### src/rtl/iprc_pkg.sv
// Shared types for the interval partition room counter.
package iprc_pkg;

  typedef struct packed {
    logic [31:0] start_time;
    logic [31:0] end_time;
    logic        last;
  } in_t;

  typedef struct packed {
    logic [7:0] extra_attendees;
    logic       overflow;
  } out_t;

  typedef enum logic [2:0] {
    ST_IDLE,
    ST_FETCH_I,
    ST_LATCH_I,
    ST_FETCH_K,
    ST_CMP_K,
    ST_NEXT_I,
    ST_FINISH
  } state_e;

  typedef struct packed {
    logic load;
    logic start_set;
    logic rd_i;
    logic latch_i;
    logic rd_k;
    logic cmp_k;
    logic next_i;
    logic finish;
  } cmd_t;

  typedef struct packed {
    logic i_last;
    logic k_last;
    logic out_busy;
  } stat_t;

endpackage

### src/rtl/iprc_ctrl.sv
// Sequencer for loading, the pairwise overlap scan and result hand-off.
module iprc_ctrl import iprc_pkg::*; (
  input  logic  clk_i,
  input  logic  rst_ni,
  input  logic  in_valid_i,
  input  logic  in_last_i,
  output logic  in_stall_o,
  input  stat_t stat_i,
  output cmd_t  cmd_o
);

  state_e state_q, state_d;

  always_ff @(posedge clk_i or negedge rst_ni) begin
    if (!rst_ni) begin
      state_q <= ST_IDLE;
    end else begin
      state_q <= state_d;
    end
  end

  always_comb begin
    state_d = state_q;
    case (state_q)
      ST_IDLE:    if (in_valid_i && in_last_i) state_d = ST_FETCH_I;
      ST_FETCH_I: state_d = ST_LATCH_I;
      ST_LATCH_I: state_d = ST_FETCH_K;
      ST_FETCH_K: state_d = ST_CMP_K;
      ST_CMP_K:   state_d = stat_i.k_last ? ST_NEXT_I : ST_FETCH_K;
      ST_NEXT_I:  state_d = stat_i.i_last ? ST_FINISH : ST_FETCH_I;
      ST_FINISH:  if (!stat_i.out_busy) state_d = ST_IDLE;
      default:    state_d = ST_IDLE;
    endcase
  end

  always_comb begin
    cmd_o      = '0;
    in_stall_o = 1'b1;
    case (state_q)
      ST_IDLE: begin
        in_stall_o      = 1'b0;
        cmd_o.load      = in_valid_i;
        cmd_o.start_set = in_valid_i && in_last_i;
      end
      ST_FETCH_I: cmd_o.rd_i    = 1'b1;
      ST_LATCH_I: cmd_o.latch_i = 1'b1;
      ST_FETCH_K: cmd_o.rd_k    = 1'b1;
      ST_CMP_K:   cmd_o.cmp_k   = 1'b1;
      ST_NEXT_I:  cmd_o.next_i  = 1'b1;
      ST_FINISH:  cmd_o.finish  = !stat_i.out_busy;
      default: ;
    endcase
  end

endmodule

### config.mk
export PLATFORM = sky130hd
export DESIGN_NAME = iprc_ctrl
export DESIGN_NICKNAME = d
export VERILOG_FILES = /design/src/rtl/iprc_pkg.sv /design/src/rtl/iprc_ctrl.sv
export SDC_FILE = /design/constraint.sdc
export NUM_CORES = 1
export LEC_CHECK = 0
export ABC_AREA = 0
export BUFFER_PORTS_ARGS = -buffer_cell sky130_fd_sc_hd__buf_2
export CAP_MARGIN = 20
export CORE_AREA = 2 2 39 41
export CTS_CLUSTER_SIZE = 28
export DETAILED_ROUTE_END_ITERATION = 12
export DIE_AREA = 0 0 41 43
export PLACE_DENSITY = 0.49
export SLEW_MARGIN = 20
export SYNTH_ARGS = -nofsm -noshare
export SYNTH_HDL_FRONTEND = slang
export SYNTH_SLANG_ARGS = --single-unit
### constraint.sdc
create_clock -name clk_i -period 1.45 [get_ports clk_i]
set_input_delay 0.435 -clock clk_i [delete_from_list [all_inputs] [get_ports clk_i]]
set_output_delay 0.435 -clock clk_i [all_outputs]
set_load 0.1 [all_outputs]
==> summary.txt <==
CTS
  • Clk slew on worst S/H paths: 0.04 ns
  • Clk sink count: 3
  • CTS Buf Count: 3
  • CTS tree: yes
  • Worst-skew pair later-pin latency: 0.24 ns
  • H-tree levels: 1
  • CTS max path bufs: 2
  • CTS root buffer: clkbuf_4

Cells and area
  • Share of layout cells above drive strength 1: 82.3%
  • Top reg by flops: state_q
  • Diode count: 0
  • Area grow syn2layout: 166%
  • Max FFs per register: 3
  • Register area: 78.8 sq um
  • Filler Cell Count: 112
  • Nets: 70
  • Area occupied by multi-input gates: 246 sq um
  • Largest registers: state_q (3)

STA
  • RSZ-0062 raised after global routing: true
  • Max Slew Vio Count: 0
  • Relative slew slack: 82.8%
  • Worst setup margin: -0.297 ns
  • Min Hold Slack: 0.509 ns
  • Least-Margin Pin Slew: 0.256 ns
  • Fmax: 572 MHz
  • Final hold vios: 0
  • Clock skew: 0.000768 ns
  • Final min period: 1.75 ns
  • Period utilization: 121%
  • Final count of negative-setup-slack endpoints: 9

Routing
  • DRT Pass-1 Iters: 2
  • Residual DRC count: 0
  • Routed WL: 983 microns
  • Routed wire per std cell: 12.6 microns
  • DRT iter0 DRCs: 3
  • DR vias: 349
  • Routed Antenna Nets: 0
  • Vias per cell: 4.47

Global route
  • Gr usage total: 13.5%
  • First-pass GRT wire length: 1550 microns
  • Vias in the first global route: 343
  • Grt total ovfl: 0
  • Largest net degree at the start of global routing: 8
  • Initial antenna violation count: 0

Setup path
  • Max incr delay on CP: 0.45 ns
  • End of the worst register-to-register path: state_q[2]
  • WP data arrival: 1.31 ns
  • Worst reg-to-reg path cell count: 6
  • Crit Path Category: reg2out
  • Crit-path cells: nor3_4, and3_4, buf_12
  • CP required: 1.02 ns
  • Slowest CP cell: dfrtp_2
  • Worst Path Max Fanout: 4
  • R2R Path Start: state_q[1]
  • CP startpoint kind: register
  • Worst R2R Setup Slack: 0.14 ns
  • Worst setup EP type: output port

Floorplanning
  • Core ar.: 1380 sq um
  • Initial Util: 20.7%
  • DIE HEIGHT: 43 microns
  • Die Area: 1760 sq um
  • Io pins: 16
  • Die width: 41 microns
  • Rows: 14

Logic synthesis
  • Synthesis Warnings: 0
  • Leading area contributor after synthesis: dfrtp_1
  • FF+latch count, synth: 3
  • Synth cell types: 22
  • Seq/Total Area, Yosys: 26.2%
  • Syn Inst Count: 31
  • Synth Cell Area: 287 sq um
  • Yosys top cell area share: 26.2%
  • Syn Nets: 38
  • Syn avg cell area: 9.24 sq um
  • Dominant cells by area after synthesis: dfrtp_1 (26%), buf_6 (12%), nor3_1 (8.7%)

Placed design
  • Routability congestion estimate: 0.742
  • Worst slack at placement: -0.126 ns
  • DP HPWL: 714 microns
  • Port bufs: 15

Run status
  • Status: complete, but fails checks
  • Failing checks: setup timing

Run
  • Max Cap Violations: 0

Hold path
  • Min-Delay Path Class: in2async
==> Yosys cell counts <==
master	instances
a211oi_1	1
a21oi_1	1
a221oi_2	1
a22o_1	1
and2_1	1
and2b_1	1
and3_1	1
and3_2	1
and4b_1	1
buf_6	3
dfrtp_1	3
inv_1	1
inv_2	2
mux2i_1	1
nand2_1	1
nor2_1	1
nor2b_1	1
nor3_1	5
nor3_2	1
nor3_4	1
o21ai_1	1
o22ai_2	1
==> routing by layer <==
metal	wire, microns	part of all wire [%]	track usage, %
met1	364	37	18.9
met2	563	57	17.8
met3	36	3.7	2.09
met4	19	1.9	10.0
met5	0	0	0
==> final cells by class <==
class                           instances  area share (%)
Timing Repair Buffer                   30            47.0
Clock buffer                            4            3.45
Multi-Input combinational cell         22            32.4
Sequential cell                         3            10.4
Inverter                                3            4.11
Tap cell                               16            2.63
==> timing repair <==
item / 4_1_cts / 5_1_grt
hold buffers: 1 / 0
setup endpoints to repair: 9 / 9
endpoints found under the hold margin: 3 / 0
resized for setup: 5 / 3
setup buffers: 4 / 3
pin swaps: 5 / 3
==> worst max-delay path: cells and delay by family, from the launching register on <==
kind / cells / cell delay [ns]
buffers and inverters: 1 / 0.17
AND/OR/NAND/NOR: 2 / 0.45
flip-flops: 1 / 0.45
==> worst max path at each step <==
stage,from,end,slack (ns)
2_1_floorplan,state_q[0],cmd_o[0],-0.41
3_3_place_gp,state_q[2],cmd_o[3],-0.12
3_5_place_dp,state_q[2],cmd_o[5],-0.13
4_1_cts,state_q[0],cmd_o[6],-0.31
5_1_grt,state_q[2],cmd_o[6],-0.35
6_report,state_q[2],cmd_o[6],-0.30
==> through the flow <==
step | util (%) | TNS, ns | instances | area (sq um)
global placement | 45.3 | -0.532 | 66 | 627
global route | 55.0 | -2.67 | 78 | 761
finish | 55.0 | -2.22 | 78 | 761
detailed placement | 45.3 | -0.600 | 66 | 627
CTS | 51.8 | -2.09 | 75 | 717
floorplan | - | -1.89 | 31 | 378
==> cell families (layout without fill, tap and decap cells) <==
family | Yosys count | in the layout | synth area share, %
buf+inv | 6 | 37 | 15.7
flops | 3 | 3 | 26.2
mux | 1 | 1 | 3.49
simple gates | 15 | 15 | 35.8
compound gates | 6 | 6 | 18.8
==> layout by cell type, fill, tap and decap left out, types with 2 or more instances in the layout <==
master	n
nor3_4	5
and3_4	2
buf_6	2
dfrtp_2	3
buf_4	10
clkbuf_4	3
buf_2	6
buf_12	11
Power is left out: the tool's default activity adds up to more than one toggle a clock period on the data nets, which glitch-free logic cannot reach.
